### src/rtl/core/dmaf_pkg.sv
// Shared constants, types and state codes for the dual moving-average filter.
package dmaf_pkg;

    localparam int WINDOW  = 8;
    localparam int SPEED_W = 16;
    localparam int SLOT_W  = (WINDOW > 1) ? $clog2(WINDOW) : 1;
    localparam int TOTAL_W = SPEED_W + SLOT_W;
    localparam int DIV_W   = $clog2(WINDOW + 1);
    localparam int REM_W   = DIV_W + 1;
    localparam int CNT_W   = $clog2(TOTAL_W);
    localparam int LANES   = 2;

    typedef logic signed [SPEED_W-1:0] t_speed;
    typedef logic [TOTAL_W-1:0]        t_total;
    typedef logic [SLOT_W-1:0]         t_slot;
    typedef logic [DIV_W-1:0]          t_div;

    typedef enum logic [2:0] {
        S_IDLE,
        S_SUM,
        S_PREP,
        S_DIV,
        S_DONE
    } t_state;

endpackage

### src/rtl/core/dual_moving_average_filter_core.sv
// Top level of the dual moving-average filter: bit-serial totals and divider.
//
//  channel   direction  handshake                 payload
//  input     in         i_in_valid / o_in_stall   i_left_speed, i_right_speed
//  output    out        o_out_valid / i_out_stall o_left_mean, o_right_mean
//
// A request is accepted in idle, then takes TOTAL_W serial steps that update
// both running totals one bit a cycle, a step that takes magnitudes, TOTAL_W
// restoring-division steps, and a final state that loads the result.
// Synchronous active-low reset clears the rings, totals, slot and fill flag.
// A finished result waits in the output register while the next request is
// taken; a new result waits in the last state while the output is stalled.
module dual_moving_average_filter_core (
    input  logic                  i_clk,
    input  logic                  i_rst_n,
    input  logic                  i_in_valid,
    output logic                  o_in_stall,
    input  dmaf_pkg::t_speed      i_left_speed,
    input  dmaf_pkg::t_speed      i_right_speed,
    output logic                  o_out_valid,
    input  logic                  i_out_stall,
    output dmaf_pkg::t_speed      o_left_mean,
    output dmaf_pkg::t_speed      o_right_mean
);
    import dmaf_pkg::*;

    t_state r_state, n_state;
    logic [CNT_W-1:0] r_cnt;
    logic             w_last;
    logic             w_accept;
    logic             w_out_free;

    t_speed r_ring [LANES][WINDOW];
    t_slot  r_slot;
    logic   r_filled;
    t_div   r_div;

    t_total r_tot [LANES];
    t_speed r_new [LANES];
    t_speed r_old [LANES];
    logic   r_ca  [LANES];
    logic   r_cb  [LANES];
    t_total r_dvd [LANES];
    t_div   r_rem [LANES];
    logic   r_neg [LANES];
    t_speed r_mean [LANES];
    logic   r_out_valid;

    logic       w_s1 [LANES];
    logic       w_s2 [LANES];
    logic       w_ca [LANES];
    logic       w_cb [LANES];
    logic       w_nold [LANES];
    logic [REM_W-1:0] w_trial [LANES];
    logic       w_qbit [LANES];
    t_speed     w_in [LANES];

    assign w_in[0]    = i_left_speed;
    assign w_in[1]    = i_right_speed;
    assign w_accept   = i_in_valid && !o_in_stall;
    assign w_out_free = !r_out_valid || !i_out_stall;
    assign w_last     = (r_cnt == CNT_W'(TOTAL_W - 1));

    // One full-adder pair and one divide step per lane
    always_comb begin
        for (int l = 0; l < LANES; l++) begin
            w_nold[l] = ~r_old[l][0];
            w_s1[l]   = r_tot[l][0] ^ r_new[l][0] ^ r_ca[l];
            w_ca[l]   = (r_tot[l][0] & r_new[l][0]) | (r_tot[l][0] & r_ca[l])
                      | (r_new[l][0] & r_ca[l]);
            w_s2[l]   = w_s1[l] ^ w_nold[l] ^ r_cb[l];
            w_cb[l]   = (w_s1[l] & w_nold[l]) | (w_s1[l] & r_cb[l])
                      | (w_nold[l] & r_cb[l]);
            w_trial[l] = {r_rem[l], r_dvd[l][TOTAL_W-1]};
            w_qbit[l]  = (w_trial[l] >= {1'b0, r_div});
        end
    end

    // Advance the sequencer
    always_comb begin
        n_state = r_state;
        unique case (r_state)
            S_IDLE: if (i_in_valid) begin
                n_state = S_SUM;
            end
            S_SUM: if (w_last) begin
                n_state = S_PREP;
            end
            S_PREP: n_state = S_DIV;
            S_DIV: if (w_last) begin
                n_state = S_DONE;
            end
            S_DONE: if (w_out_free) begin
                n_state = S_IDLE;
            end
            default: n_state = S_IDLE;
        endcase
    end

    assign o_in_stall = (r_state != S_IDLE);

    // Hold the state register
    always_ff @(posedge i_clk) begin
        if (!i_rst_n) begin
            r_state <= S_IDLE;
        end else begin
            r_state <= n_state;
        end
    end

    // Bit counter for the serial phases
    always_ff @(posedge i_clk) begin
        if (!i_rst_n) begin
            r_cnt <= '0;
        end else if ((r_state == S_SUM || r_state == S_DIV) && !w_last) begin
            r_cnt <= r_cnt + 1'b1;
        end else begin
            r_cnt <= '0;
        end
    end

    // Write the rings and advance the slot on each accepted request
    always_ff @(posedge i_clk) begin
        if (!i_rst_n) begin
            for (int l = 0; l < LANES; l++) begin
                for (int e = 0; e < WINDOW; e++) begin
                    r_ring[l][e] <= '0;
                end
            end
            r_slot   <= '0;
            r_filled <= 1'b0;
        end else if (w_accept) begin
            for (int l = 0; l < LANES; l++) begin
                r_ring[l][r_slot] <= w_in[l];
            end
            if (r_slot == SLOT_W'(WINDOW - 1)) begin
                r_slot   <= '0;
                r_filled <= 1'b1;
            end else begin
                r_slot <= r_slot + 1'b1;
            end
        end
    end

    // Running totals: rotate total + new - old one bit per cycle
    always_ff @(posedge i_clk) begin
        if (!i_rst_n) begin
            for (int l = 0; l < LANES; l++) begin
                r_tot[l] <= '0;
            end
        end else if (r_state == S_SUM) begin
            for (int l = 0; l < LANES; l++) begin
                r_tot[l] <= {w_s2[l], r_tot[l][TOTAL_W-1:1]};
            end
        end
    end

    // Operand shift registers and carries
    always_ff @(posedge i_clk) begin
        if (w_accept) begin
            for (int l = 0; l < LANES; l++) begin
                r_new[l] <= w_in[l];
                r_old[l] <= r_ring[l][r_slot];
                r_ca[l]  <= 1'b0;
                r_cb[l]  <= 1'b1;
            end
        end else if (r_state == S_SUM) begin
            for (int l = 0; l < LANES; l++) begin
                r_new[l] <= {r_new[l][SPEED_W-1], r_new[l][SPEED_W-1:1]};
                r_old[l] <= {r_old[l][SPEED_W-1], r_old[l][SPEED_W-1:1]};
                r_ca[l]  <= w_ca[l];
                r_cb[l]  <= w_cb[l];
            end
        end
    end

    // Divider: take magnitudes, then one restoring step per cycle
    always_ff @(posedge i_clk) begin
        if (r_state == S_PREP) begin
            r_div <= r_filled ? DIV_W'(WINDOW) : DIV_W'(r_slot);
            for (int l = 0; l < LANES; l++) begin
                r_neg[l] <= r_tot[l][TOTAL_W-1];
                r_dvd[l] <= r_tot[l][TOTAL_W-1] ? (~r_tot[l] + 1'b1) : r_tot[l];
                r_rem[l] <= '0;
            end
        end else if (r_state == S_DIV) begin
            for (int l = 0; l < LANES; l++) begin
                r_dvd[l] <= {r_dvd[l][TOTAL_W-2:0], w_qbit[l]};
                r_rem[l] <= w_qbit[l] ? DIV_W'(w_trial[l] - {1'b0, r_div})
                                      : DIV_W'(w_trial[l]);
            end
        end
    end

    // Load the output register with signed quotients
    always_ff @(posedge i_clk) begin
        if (r_state == S_DONE && w_out_free) begin
            for (int l = 0; l < LANES; l++) begin
                r_mean[l] <= r_neg[l] ? SPEED_W'(~r_dvd[l] + 1'b1)
                                      : SPEED_W'(r_dvd[l]);
            end
        end
    end

    always_ff @(posedge i_clk) begin
        if (!i_rst_n) begin
            r_out_valid <= 1'b0;
        end else if (r_state == S_DONE && w_out_free) begin
            r_out_valid <= 1'b1;
        end else if (!i_out_stall) begin
            r_out_valid <= 1'b0;
        end
    end

    assign o_out_valid  = r_out_valid;
    assign o_left_mean  = r_mean[0];
    assign o_right_mean = r_mean[1];

    // An accepted request always starts the serial update
    a_accept_starts_sum: assert property (@(posedge i_clk) disable iff (!i_rst_n)
        w_accept |=> (r_state == S_SUM))
        else $error("accepted request did not start the total update");

    // The divisor stays between one and the window length
    a_div_range: assert property (@(posedge i_clk) disable iff (!i_rst_n)
        (r_state == S_DIV) |-> (r_div != '0 && r_div <= DIV_W'(WINDOW)))
        else $error("divisor out of range");

    // A new result appears only out of the final state
    a_result_source: assert property (@(posedge i_clk) disable iff (!i_rst_n)
        $rose(o_out_valid) |-> ($past(r_state) == S_DONE))
        else $error("result raised outside the final state");

    // The write slot never leaves the ring
    a_slot_range: assert property (@(posedge i_clk) disable iff (!i_rst_n)
        r_slot <= SLOT_W'(WINDOW - 1))
        else $error("write slot beyond ring");

endmodule
### config.mk
export PLATFORM = sky130hd
export DESIGN_NAME = dual_moving_average_filter_core
export DESIGN_NICKNAME = d
export VERILOG_FILES = /design/src/rtl/core/dmaf_pkg.sv /design/src/rtl/core/dual_moving_average_filter_core.sv
export SDC_FILE = /design/constraint.sdc
export NUM_CORES = 1
export LEC_CHECK = 0
export BUFFER_PORTS_ARGS = -buffer_cell sky130_fd_sc_hd__buf_4
export CAP_MARGIN = 5
export CORE_MARGIN = 3
export CORE_UTILIZATION = 23
export CTS_CLUSTER_DIAMETER = 100
export DETAILED_ROUTE_END_ITERATION = 12
export GPL_ROUTABILITY_DRIVEN = 0
export GPL_TIMING_DRIVEN = 0
export SYNTH_ARGS = -nofsm -noshare
export SYNTH_HDL_FRONTEND = slang
export SYNTH_SLANG_ARGS = --single-unit
### constraint.sdc
create_clock -name i_clk -period 5 [get_ports i_clk]
set_clock_uncertainty 0.1 [all_clocks]
set_input_delay 0 -clock i_clk [delete_from_list [all_inputs] [get_ports i_clk]]
set_output_delay 0 -clock i_clk [all_outputs]
set_load 0.02 [all_outputs]
==> After elaboration in Yosys (flattened, before gate mapping) <==
Memories as Yosys holds them, arrays and structs flattened.
Index checks and enable logic that the tools add are counted.
{ "totals": {"reg_bits": 17, "ram_bits": 442, "output_inout_bits": 34, "elab_cells": 670, "mem_count": 10} }
{ "mem_list": {"columns": ["memory", "words", "width", "rd", "rd_ports_with_merged_regs", "write_ports", "line_no", "text"], "rows": [
  ["r_ring", 2, 128, 2, 0, 2, "dual_moving_average_filter_core.sv:33", "t_speed r_ring [LANES][WINDOW];"],
  ["r_dvd", 2, 19, 2, 0, 2, "dual_moving_average_filter_core.sv:43", "t_total r_dvd [LANES];"],
  ["r_tot", 2, 19, 2, 0, 2, "dual_moving_average_filter_core.sv:38", "t_total r_tot [LANES];"],
  ["r_mean", 2, 16, 2, 0, 2, "dual_moving_average_filter_core.sv:46", "t_speed r_mean [LANES];"],
  ["r_new", 2, 16, 2, 0, 2, "dual_moving_average_filter_core.sv:39", "t_speed r_new [LANES];"],
  ["r_old", 2, 16, 2, 0, 2, "dual_moving_average_filter_core.sv:40", "t_speed r_old [LANES];"],
  ["+4 memories", null, null, null, null, null, null, null]
]} }
{ "classes": {"n_addsub": 8, "n_lt_le_gt_ge": 4, "eq_ne": 11, "n_mux": 310, "bitwise_logic": 305, "reduce_logical": 15} }
{ "ops": {"columns": ["op", "n"], "rows": [
  ["2-to-1 mux 1 bit", 278],
  ["bitwise OR 1 bit", 278],
  ["2-to-1 mux 16 bit", 11],
  ["2-to-1 mux 128 bit", 1],
  ["2-to-1 mux 19 bit", 6],
  ["binary-select mux 16 bit (select 3 bit)", 2],
  ["demux 16 bit (select 3 bit)", 1],
  ["adder 19 x 1 -> 19 bit (second input constant)", 2],
  ["inverter 19 bit", 2],
  ["adder 16 x 1 -> 16 bit (second input constant)", 2],
  ["inverter 16 bit", 2],
  ["2-to-1 mux 4 bit", 5],
  ["2-to-1 mux 3 bit", 5],
  ["case mux 3 bit (5 select lines)", 1],
  ["AND 1 bit", 12],
  [">= comparator 5 x 4 -> 1 bit", 2],
  ["!= test 2 bit (second input constant)", 4],
  ["subtractor 4 bit", 2],
  ["XOR 1 bit", 8],
  ["equality test 3 x 2 -> 1 bit (second input constant)", 2],
  ["equality test 3 bit (second input constant)", 2],
  ["adder 5 x 1 -> 5 bit (second input constant)", 1],
  ["equality test 5 bit (second input constant)", 1],
  [">= comparator 4 bit (second input constant)", 1],
  ["13 further kinds", 22]
]} }

==> Logic depth before layout (Yosys ltp) <==
Gate-level depths: netlist (run 1).
{ "logic_depth": {"depth_word": 7, "ltp_mapped": 8, "ltp_nobuf": 7} }

==> Least setup slack after synthesis (run 1) <==
Ideal clock, no wire load.
{ "synth_path": {"path_type": "register to register", "from": "register r_state[1]", "to": "memory r_ring[0][100] (netlist bit), enable pin", "arrival_time_ps": 3377, "setup_slack_ps": 1058, "path_stages_with_launch": 7, "synth_period_minus_slack_ps": 3942, "path_cell_list": "dfxtp_1 -> buf_2 -> nor2_1 -> nand3b_2 -> inv_2 -> nand3_2 -> o21ai_0"} }
{ "synth_rtl": {"columns": ["element", "line_no", "text"], "rows": [
  ["from (decl)", "dual_moving_average_filter_core.sv:27", "t_state r_state, n_state;"],
  ["from (signal assigned)", "dual_moving_average_filter_core.sv:107", "r_state <= n_state;"],
  ["to (decl)", "dual_moving_average_filter_core.sv:33", null]
]} }

==> results by group, run 1 <==
Min path
  – Hold Path Stages: 3
  – Hold crit path type: input port to flop
  – Beginning of the worst hold path: i_rst_n
  – Hold path endpoint: r_ring[0][12]

Critical path
  – Slowest stage delay, CP: 0.70 ns
  – Register-to-Register Path Depth: 8
  – WP data arrival: 3.49 ns
  – R2R Path End: r_ring[1][114]
  – Critical-path top delay cell: nand2b_2
  – Critical Path RT: 5.19 ns
  – Worst path top cell family by delay: simple AND/OR/NAND/NOR gates
  – Startpoint types: flop
  – CP Max Fanout: 17
  – CP Class: flop to flop
  – Crit. End Element: flop
  – Buf/Inv on CP: 3
  – Cells along the critical path: buf_2, nor2_1, nand3b_2, inv_2, nand3_2, nor3_2, nand2b_2, buf_16
  – R2R Setup Slk: 1.70 ns
  – RR Startpoint: r_state[1]

Floorplan
  – Die Footprint: 0.0966 mm²
  – Initial Util: 0.232
  – Core footprint: 0.0919 mm²
  – # rows: 111
  – Chip height: 311 µm
  – Die width: 311 µm
  – IO Count: 70

Global route
  – Vias in the first global route: 14300
  – Aggregate global-route resource usage: 0.123
  – Initial antenna violation count: 3
  – Pin count of the biggest net entering global routing: 46
  – Global route overflow: 0
  – First-pass GRT wire length: 90.8 mm

Timing
  – Slew Limit Fails: 0
  – Measured slew at the worst slew-check pin: 1.04 ns
  – Final setup margin: 1.70 ns
  – Final setup fails: 0
  – Final Hold Vio Count: 0
  – Rel. slew slack: 0.307
  – Final min period: 3.30 ns
  – Fin crit share: 0.660
  – Fmax: 0.303 GHz
  – Setup TNS Final: 0 ns
  – RSZ-0062 raised after global routing: false
  – Hold slack: 0.0886 ns

Cells and area
  – Area of the multi-input gates: 0.00726 mm²
  – Post-route cell area: 0.0257 mm²
  – Fill cells: 9413
  – Register Area: 0.0137 mm²
  – Post-layout util: 0.280
  – Non-Filler Instances: 3086
  – Final nets: 1864
  – Area growth syn-to-layout: 20.3%
  – Layout cells sized above 1: 0.134

Routing
  – WL final: 61.6 mm
  – Via count: 14300
  – Avg WL per Cell: 19.9 µm
  – Initial drt markers: 1711
  – Remaining antenna violation count: 0
  – Vias per std cell: 4.63
  – DRC viols: 0
  – DRT Pass-1 Iters: 8

Yosys
  – Adder-cell area share of the yosys netlist: 0.0150
  – Main synth FF type: edfxtp_1
  – Warnings, synthesis: 0
  – Post-synthesis simple-gate area fraction: 0.167
  – Synth Area in Compound Gates: 0.0706
  – Syn Area/Cell: 13.0 µm²
  – Async S/R FF share, synth: 0
  – Synth Net Count: 1700
  – Cell type with the largest total area after synthesis: edfxtp_1
  – Synthesized area: 0.0214 mm²
  – Largest cells by area after synthesis: edfxtp_1, and2_1, nand2_1
  – Post-synthesis mux area share: 0.0581
  – Largest family of logic cells by synthesized area: simple AND/OR/NAND/NOR gates
  – Post-synth EDFFs: 446
  – XOR/XNOR Fraction of Synth Area: 0.0246
  – Syn Inst Count: 1642
  – Yosys reg bits: 459
  – Sequential fraction of the synthesis area: 0.639
  – Yosys cell types: 68
  – Top-area cell type share of the netlist area: 0.627

Place
  – Port Buf Inserts: 69
  – Worst slack, placed: 1.75 ns
  – Dpl hpwl: 41.1 mm
  – Placed insts: 2967
  – Area after DPL: 0.0238 mm²

Power and ir drop
  – Final Power: 8.80 mW
  – Power density cells: 342 mW/mm²
  – IR drop worst, VDD: 290 µV
  – Lkg Pwr: 9.08 nW

Clock network
  – Clock Pin Slew Worst Setup and Hold Paths: 0.07 ns
  – CTS tree: yes
  – Clk Latency, worst-skew pair: 0.60 ns
  – H-tree depth: 2
  – Postcts setup bufs: 0
  – Max Root-Sink Buffers: 3
  – CTS Buf Count: 46
  – Clock Sinks: 459
  – CTS root buffer: clkbuf_16

Run
  – Max_cap viols: 0

Run status
  – Status: complete, no violations
worst max-delay path by stage:
stage,from,endpoint,slack (ns),cells past startpoint
3_3_place_gp,r_state[1],r_ring[1][107],-2.02,6
6_report,r_state[1],r_ring[1][114],1.70,8
3_5_place_dp,r_state[1],r_ring[1][114],1.75,8
2_1_floorplan,r_state[1],r_ring[0][100],1.06,6
4_1_cts,r_state[1],r_ring[1][122],1.75,8
5_1_grt,r_state[0],r_ring[0][113],1.57,8
metal layers:
metal  up-vias  routed length [µm]  GRT usage
li1       6351                   -          -
met1      7082               25500      0.161
met2       698               28500      0.199
met3       148                5500     0.0287
met4         2                2020     0.0422
met5         -                  13          0
cell usage in the layout (no fill, tap or decap), types with 21 or more instances in the layout:
master / count
edfxtp_1: 446
and2_1: 261
nand2_1: 165
clkbuf_1: 84
o21ai_0: 78
buf_4: 69
nor2_1: 55
clkbuf_16: 47
mux2i_1: 44
and3_1: 39
dlygate4sd3_1: 34
xnor2_1: 32
a21oi_1: 30
xor2_1: 28
inv_1: 27
mux4_2: 24
buf_2: 23
mux2_2: 23
o31ai_1: 21
power breakdown:
group	internal (mW)	switching, mW	leakage (nW)
Sequential	4.43	0.0762	4.59
Clock	1.99	1.53	0.739
Combinational	0.285	0.488	3.75
cells by family after synthesis:
logic type,Yosys count
adders and majority gates,22
xor gates and xnor gates,60
and+or+nand+nor,648
buffers and inverters,132
muxes,91
DFF,459
AOI/OAI and AO/OA,230
state kept, by name, summed over array words and instances, names as in the netlist:
name / cells
r_dvd: 38
r_slot: 3
r_ca: 2
r_ring: 256
r_cnt: 5
r_mean: 32
r_div: 4
r_neg: 2
r_new: 32
o_out_valid: 1
r_cb: 2
r_tot: 38
r_rem: 8
r_filled: 1
r_state: 3
r_old: 32
worst register-to-register path, delay by kind of cell, from the launching register on:
| kind | cells | cell delay [ns] |
|---|---|---|
| buffers and inverters | 3 | 0.71 |
| flip-flops | 1 | 0.29 |
| AND/OR/NAND/NOR | 5 | 1.91 |
synthesized netlist by cell type, types with 6 or more instances:
library cell	count
mux2i_1	44
nor2b_1	13
xnor2_1	32
a31oi_1	8
mux4_2	24
dfxtp_1	13
nand4_1	7
a22oi_1	9
nand3_1	17
edfxtp_1	446
or3_1	12
nand3b_1	10
nor3b_1	7
nand2b_1	12
inv_1	28
fa_1	6
ha_1	16
clkbuf_1	73
xor2_1	28
o21ai_0	84
mux2_2	23
and2_1	261
buf_2	23
o41ai_1	8
o31ai_1	21
nor3_1	12
a221oi_1	14
nor2_1	55
a21oi_1	31
and3_1	39
nand2_1	166
or4_1	10
a211o_1	6
final cells by class:
class                      instances  area share
clock buffer                      61      0.0490
multi-input combinational       1051       0.282
inverter                          29     0.00424
sequential                       459       0.531
antenna                            1   0.0000974
clock inverter                    23     0.00998
buffer                           103      0.0167
tap                             1243      0.0605
timing repair buffer             116      0.0459
timing repair:
item | CTS | global route
hold buffers | 34 | 0
hold endpoints to repair | 330 | 0
gates resized for setup | 0 | 0
Note: power is estimated with default switching activity, not from simulation.
==> inputs of run 2 (changes only) <==
Clock period 5 ns to 3.1 ns, I/O delays scaled along.
==> results by group, run 2 (synthesis results as in run 1) <==
Run status
  – Status: complete, no violations (unchanged)

Floorplan
  – Chip height: 311 µm (unchanged)
  – # rows: 111 (unchanged)
  – Die width: 311 µm (unchanged)
  – Initial Util: 0.232 (unchanged)
  – IO Count: 70 (unchanged)
  – Die Footprint: 0.0966 mm² (unchanged)
  – Core footprint: 0.0919 mm² (unchanged)

Critical path
  – Startpoint types: flop (unchanged)
  – CP Max Fanout: 10 (was 17)
  – Critical Path RT: 3.45 ns (was 5.19 ns)
  – CP Class: flop to flop (unchanged)
  – WP data arrival: 3.39 ns (was 3.49 ns)
  – Crit. End Element: flop (unchanged)

Cells and area
  – Commonest non-fill, non-tap cell in the layout: edfxtp_1 (unchanged)
  – Area of the multi-input gates: 0.00728 mm² (was 0.00726 mm²)
  – Layout cells sized above 1: 0.143 (was 0.134)
  – Register Area: 0.0137 mm² (unchanged)
  – Top reg by flops: r_ring (unchanged)
  – Fill cells: 9405 (was 9413)
  – Largest register FFs: 256 (unchanged)
  – Final nets: 1865 (was 1864)
  – Biggest registers after layout: r_ring (256), r_dvd (38), r_tot (38) (unchanged)
  – Commonest cells after routing, fill and taps aside: edfxtp_1, and2_1, nand2_1 (unchanged)
  – Non-Filler Instances: 3086 (unchanged)
  – Area growth syn-to-layout: 20.7% (was 20.3%)

Timing
  – Final Hold Vio Count: 0 (unchanged)
  – Final min period: 3.03 ns (was 3.30 ns)
  – Fin crit share: 0.978 (was 0.660)
  – Fmax: 0.330 GHz (was 0.303 GHz)
  – RSZ-0062 raised after global routing: true (was false)
  – Slew Limit Fails: 0 (unchanged)
  – Rel. slew slack: 0.319 (was 0.307)
  – Final setup fails: 0 (unchanged)
  – Measured slew at the worst slew-check pin: 1.02 ns (was 1.04 ns)

Clock network
  – Clock Sinks: 459 (unchanged)
  – CTS Buf Count: 47 (was 46)
  – Max Root-Sink Buffers: 3 (unchanged)
  – CTS tree: yes (unchanged)
  – Postcts setup bufs: 0 (unchanged)
  – H-tree depth: 2 (unchanged)
  – Clock Pin Slew Worst Setup and Hold Paths: 0.06 ns (was 0.07 ns)
  – CTS root buffer: clkbuf_16 (unchanged)
  – Clk Latency, worst-skew pair: 0.61 ns (was 0.60 ns)

Power and ir drop
  – Lkg Pwr: 9.14 nW (was 9.08 nW)
  – IR drop worst, VDD: 512 µV (was 290 µV)
  – Final Power: 14.4 mW (was 8.80 mW)
  – Power density cells: 557 mW/mm² (was 342 mW/mm²)

Place
  – Placed insts: 2967 (unchanged)
  – Dpl hpwl: 40.7 mm (was 41.1 mm)
  – Port Buf Inserts: 69 (unchanged)

Routing
  – Avg WL per Cell: 19.7 µm (was 19.9 µm)
  – WL final: 60.9 mm (was 61.6 mm)
  – Via count: 14300 (about the same)
  – DRC viols: 0 (unchanged)
  – Remaining antenna violation count: 0 (unchanged)
  – Initial drt markers: 1446 (was 1711)
  – Vias per std cell: 4.63 (about the same)
  – DRT Pass-1 Iters: 5 (was 8)

Global route
  – First-pass GRT wire length: 90.6 mm (was 90.8 mm)
  – Initial antenna violation count: 6 (was 3)
  – Global route overflow: 0 (unchanged)
  – Aggregate global-route resource usage: 0.123 (about the same)
  – Pin count of the biggest net entering global routing: 46 (unchanged)
  – Vias in the first global route: 14200 (was 14300)

Min path
  – Hold crit path type: input port to flop (unchanged)

Run
  – Max_cap viols: 0 (unchanged)
## run 2: cell count changes in the layout (fill, tap and decap cells not counted), sizes merged
cell      change
bufinv        +2
clkinvlp      +2
inv           -2
clkbuf        -1
clkinv        -1
## run 2: through the flow
step	utilization	cell area, µm²	setup WS [ns]	setup TNS, ns	hold WS [ns]
after detailed placement	0.259	23800	-0.156	-5.55	0.139
after floorplan	-	21400	-0.842	-134.76	-0.00113
final	0.281	25800	0.0681	0	0.129
after global placement	0.255	23400	-3.87	-860.30	0.137
after CTS	0.280	25800	0.0161	0	0.0826
after global routing	0.280	25800	-0.0335	-0.383	0.120
## run 2: path summary, 6_finish.rpt
kind | startpoint | endpoint | slack [ns] | cells past startpoint
max | r_state[1] | r_ring[0][109] | 0.07 | 8
min | i_rst_n | r_ring[0][11] | 0.13 | 3
max reg2reg | r_state[1] | r_ring[0][109] | 0.07 | 8
min reg2reg | r_cnt[0] | r_cnt[0] | 0.38 | 1
## run 2: cell type report
type | instances | area share
antenna | 1 | 0.0000970
tap | 1243 | 0.0603
multi-input combinational | 1051 | 0.282
inverter | 29 | 0.00422
clock inverter | 24 | 0.0120
buffer | 103 | 0.0173
sequential | 459 | 0.529
clock buffer | 60 | 0.0491
timing repair buffer | 116 | 0.0454
## run 2: where the power goes
part / leakage, nW / switching (mW) / total, mW / internal (mW)
registers: 4.59 / 0.120 / 7.26 / 7.14
clock network: 0.765 / 2.46 / 5.85 / 3.40
logic: 3.79 / 0.786 / 1.25 / 0.462
## run 2: timing repair
action / in CTS / in global routing
resized for setup: 2 / 27
endpoints found under the setup margin: 40 / 207
hold buffers: 34 / 0
hold endpoints to repair: 330 / 0
## run 2: critical path, cell delays in order (launching register included)
cell,delay (ns)
dfxtp_1,0.30
buf_2,0.16
nor2_1,0.22
nand3b_2,0.22
inv_2,0.27
nand3_2,0.31
nor2_1,0.46
clkbuf_1,0.64
and2_1,0.23
## run 2: layer usage
layer / routed length (µm) / up-vias / part of all wire / track usage
li1: - / 6343 / - / -
met1: 25200 / 7070 / 0.41 / 0.162
met2: 27900 / 713 / 0.46 / 0.197
met3: 5710 / 147 / 0.094 / 0.0277
met4: 2160 / 4 / 0.035 / 0.0433
met5: 23 / - / 0.00038 / 0
==> inputs of run 3 (changes only) <==
Settings changed: CELL_PAD_IN_SITES_DETAIL_PLACEMENT set to 1, CELL_PAD_IN_SITES_GLOBAL_PLACEMENT set to 2, PLACE_DENSITY_LB_ADDON set to 0.1.
==> results by group, run 3 (synthesis results as in run 1) <==
Cells and area
  – Commonest non-fill, non-tap cell in the layout: edfxtp_1 (unchanged)
  – Layout cells sized above 1: 0.158 (was 0.143)
  – Commonest cells after routing, fill and taps aside: edfxtp_1, and2_1, nand2_1 (unchanged)
  – Final nets: 1886 (was 1865)
  – Top reg by flops: r_ring (unchanged)
  – Biggest registers after layout: r_ring (256), r_dvd (38), r_tot (38) (unchanged)
  – Area growth syn-to-layout: 22.7% (was 20.7%)
  – Post-route cell area: 0.0262 mm² (was 0.0258 mm²)
  – Largest register FFs: 256 (unchanged)
  – Non-Filler Instances: 3119 (was 3086)

Floorplan
  – Die width: 311 µm (unchanged)
  – Initial Util: 0.232 (unchanged)
  – IO Count: 70 (unchanged)
  – Die Footprint: 0.0966 mm² (unchanged)
  – Chip height: 311 µm (unchanged)
  – # rows: 111 (unchanged)
  – Core footprint: 0.0919 mm² (unchanged)

Routing
  – Vias per std cell: 4.51 (was 4.63)
  – WL final: 78.0 mm (was 60.9 mm)
  – DRC viols: 0 (unchanged)
  – Via count: 14100 (was 14300)
  – Initial drt markers: 947 (was 1446)
  – Avg WL per Cell: 25.0 µm (was 19.7 µm)
  – Remaining antenna violation count: 0 (unchanged)
  – DRT Pass-1 Iters: 5 (unchanged)

Critical path
  – Slowest stage delay, CP: 0.63 ns (was 0.64 ns)
  – CP dominant cell by count: buf_2 (was nor2_1)
  – RR Startpoint: r_slot[2] (was r_state[1])
  – Startpoint types: flop (unchanged)
  – Crit path from: r_slot[2] (was r_state[1])
  – Register-to-Register Path Depth: 5 (was 8)
  – Critical-path top delay cell: clkdlybuf4s15_2 (was clkbuf_1)
  – CP Max Fanout: 10 (unchanged)
  – R2R Path End: r_old[0][21] (was r_ring[0][109])
  – Cells along the critical path: buf_2, buf_2, clkdlybuf4s15_2, mux2i_1, o21ai_0 (was buf_2, nor2_1, nand3b_2, inv_2, nand3_2, nor2_1, clkbuf_1, and2_1)
  – WP data arrival: 3.20 ns (was 3.39 ns)
  – Critical Path RT: 3.34 ns (was 3.45 ns)
  – Crit. End Element: flop (unchanged)
  – CP Class: flop to flop (unchanged)
  – R2R Setup Slk: 0.14 ns (was 0.07 ns)

Min path
  – Hold Path Stages: 2 (was 3)
  – Beginning of the worst hold path: i_right_speed[15] (was i_rst_n)
  – Hold path endpoint: r_new[0][31] (was r_ring[0][11])
  – Hold crit path type: input port to flop (unchanged)

Global route
  – Pin count of the biggest net entering global routing: 39 (was 46)
  – Aggregate global-route resource usage: 0.161 (was 0.123)
  – Initial antenna violation count: 7 (was 6)
  – Vias in the first global route: 15200 (was 14200)
  – Global route overflow: 0 (unchanged)
  – First-pass GRT wire length: 113 mm (was 90.6 mm)

Clock network
  – Clk Latency, worst-skew pair: 0.66 ns (was 0.61 ns)
  – CTS tree: yes (unchanged)
  – CTS Buf Count: 59 (was 47)
  – Clock Pin Slew Worst Setup and Hold Paths: 0.06 ns (about the same)
  – Clock Sinks: 459 (unchanged)
  – Max Root-Sink Buffers: 3 (unchanged)
  – CTS root buffer: clkbuf_16 (unchanged)
  – H-tree depth: 2 (unchanged)

Timing
  – Rel. slew slack: 0.178 (was 0.319)
  – Final setup margin: 0.137 ns (was 0.0681 ns)
  – Fmax: 0.337 GHz (was 0.330 GHz)
  – RSZ-0062 raised after global routing: false (was true)
  – Final min period: 2.96 ns (was 3.03 ns)
  – Fin crit share: 0.956 (was 0.978)
  – Slew Limit Fails: 0 (unchanged)
  – Final setup fails: 0 (unchanged)
  – Final Hold Vio Count: 0 (unchanged)
  – Hold slack: 0.0706 ns (was 0.129 ns)
  – Measured slew at the worst slew-check pin: 1.23 ns (was 1.02 ns)

Power and ir drop
  – Lkg Pwr: 9.39 nW (was 9.14 nW)
  – Sw Share: 0.254 (was 0.234)
  – Sequential group share of total power: 0.479 (was 0.506)
  – Power density cells: 579 mW/mm² (was 557 mW/mm²)
  – Clk pwr share: 0.433 (was 0.408)
  – Switching power: 3.86 mW (was 3.36 mW)
  – P_int: 11.3 mW (was 11.0 mW)
  – IR drop worst, VDD: 403 µV (was 512 µV)
  – Combinational Power Share: 0.089 (was 0.087)

Place
  – Area after DPL: 0.0239 mm² (was 0.0238 mm²)
  – Dpl hpwl: 52.0 mm (was 40.7 mm)
  – Port Buf Inserts: 69 (unchanged)
  – Placed insts: 2972 (was 2967)
  – Worst slack, placed: -0.464 ns (was -0.156 ns)

Run status
  – Status: complete, no violations (unchanged)

Run
  – Max_cap viols: 0 (unchanged)
==> run 3: cell count changes in the layout (fill, tap and decap cells not counted), sizes merged <==
cell and delta:
dlygate4sd3 +1, bufinv -4, clkdlybuf4s15 +2, clkinv +12, clkinvlp -3, buf +7, clkbuf +18
==> run 3: power by group through the flow <==
| stage | sequential (mW) | combinational (mW) | clock [mW] |
|---|---|---|---|
| 6_report | 7.26 | 1.34 | 6.56 |
| 5_1_grt | 7.29 | 1.48 | 7.02 |
| 4_1_cts | 7.27 | 1.38 | 6.79 |
| 3_5_place_dp | 7.39 | 1.33 | 0 |
| 3_3_place_gp | 7.43 | 1.24 | 0 |
| 2_1_floorplan | 7.36 | 0.698 | 0 |
==> run 3: cell type report <==
cell class,count,area (µm²)
clock buffer,79,1560
clock inverter,29,235
fill,10000,65700
sequential,459,13700
timing repair buffer,126,1320
multi-input combinational,1051,7280
antenna,1,2.50
inverter,29,110
tap,1243,1560
buffer,102,480
==> run 3: worst max-delay path by stage <==
stage	end	slack, ns	cells after the start
after CTS	r_ring[1][118]	0.02	8
after global routing	r_old[0][0]	0.01	6
after global placement	r_ring[0][19]	-5.28	6
after floorplan	r_ring[0][100]	-0.84	6
final	r_old[0][21]	0.14	5
after detailed placement	r_new[0][2]	-0.46	5
==> run 3: repair_timing <==
action / CTS / global route
gates cloned: 0 / 0
endpoints found under the setup margin: 372 / 72
setup buffers: 3 / 1
pin swaps: 0 / 1
hold buffers: 35 / 0
resized for setup: 34 / 8
endpoints found under the hold margin: 339 / 0
==> run 3: worst max-delay path, delay by kind of cell (launching register included) <==
family | cells | cell delay [ns]
mux | 1 | 0.35
flops | 1 | 0.53
buf+inv | 3 | 1.49
compound gates | 1 | 0.20
==> run 3: per-stage QoR <==
| stage | util | TNS [ns] | power, mW |
|---|---|---|---|
| 2_1_floorplan | - | -134.76 | 8.06 |
| 3_3_place_gp | 0.255 | -1229.21 | 8.67 |
| 3_5_place_dp | 0.260 | -74.78 | 8.73 |
| 4_1_cts | 0.285 | 0 | 15.4 |
| 5_1_grt | 0.285 | 0 | 15.8 |
| 6_report | 0.285 | 0 | 15.2 |
==> run 3: metal layers <==
metal  track usage  wire, µm  vias to the layer above
met1         0.209     35100                     7288
met3        0.0238      2780                      102
li1              -         -                     6415
met5             0         0                        -
met4        0.0521      2420                        0
met2         0.276     37600                      261
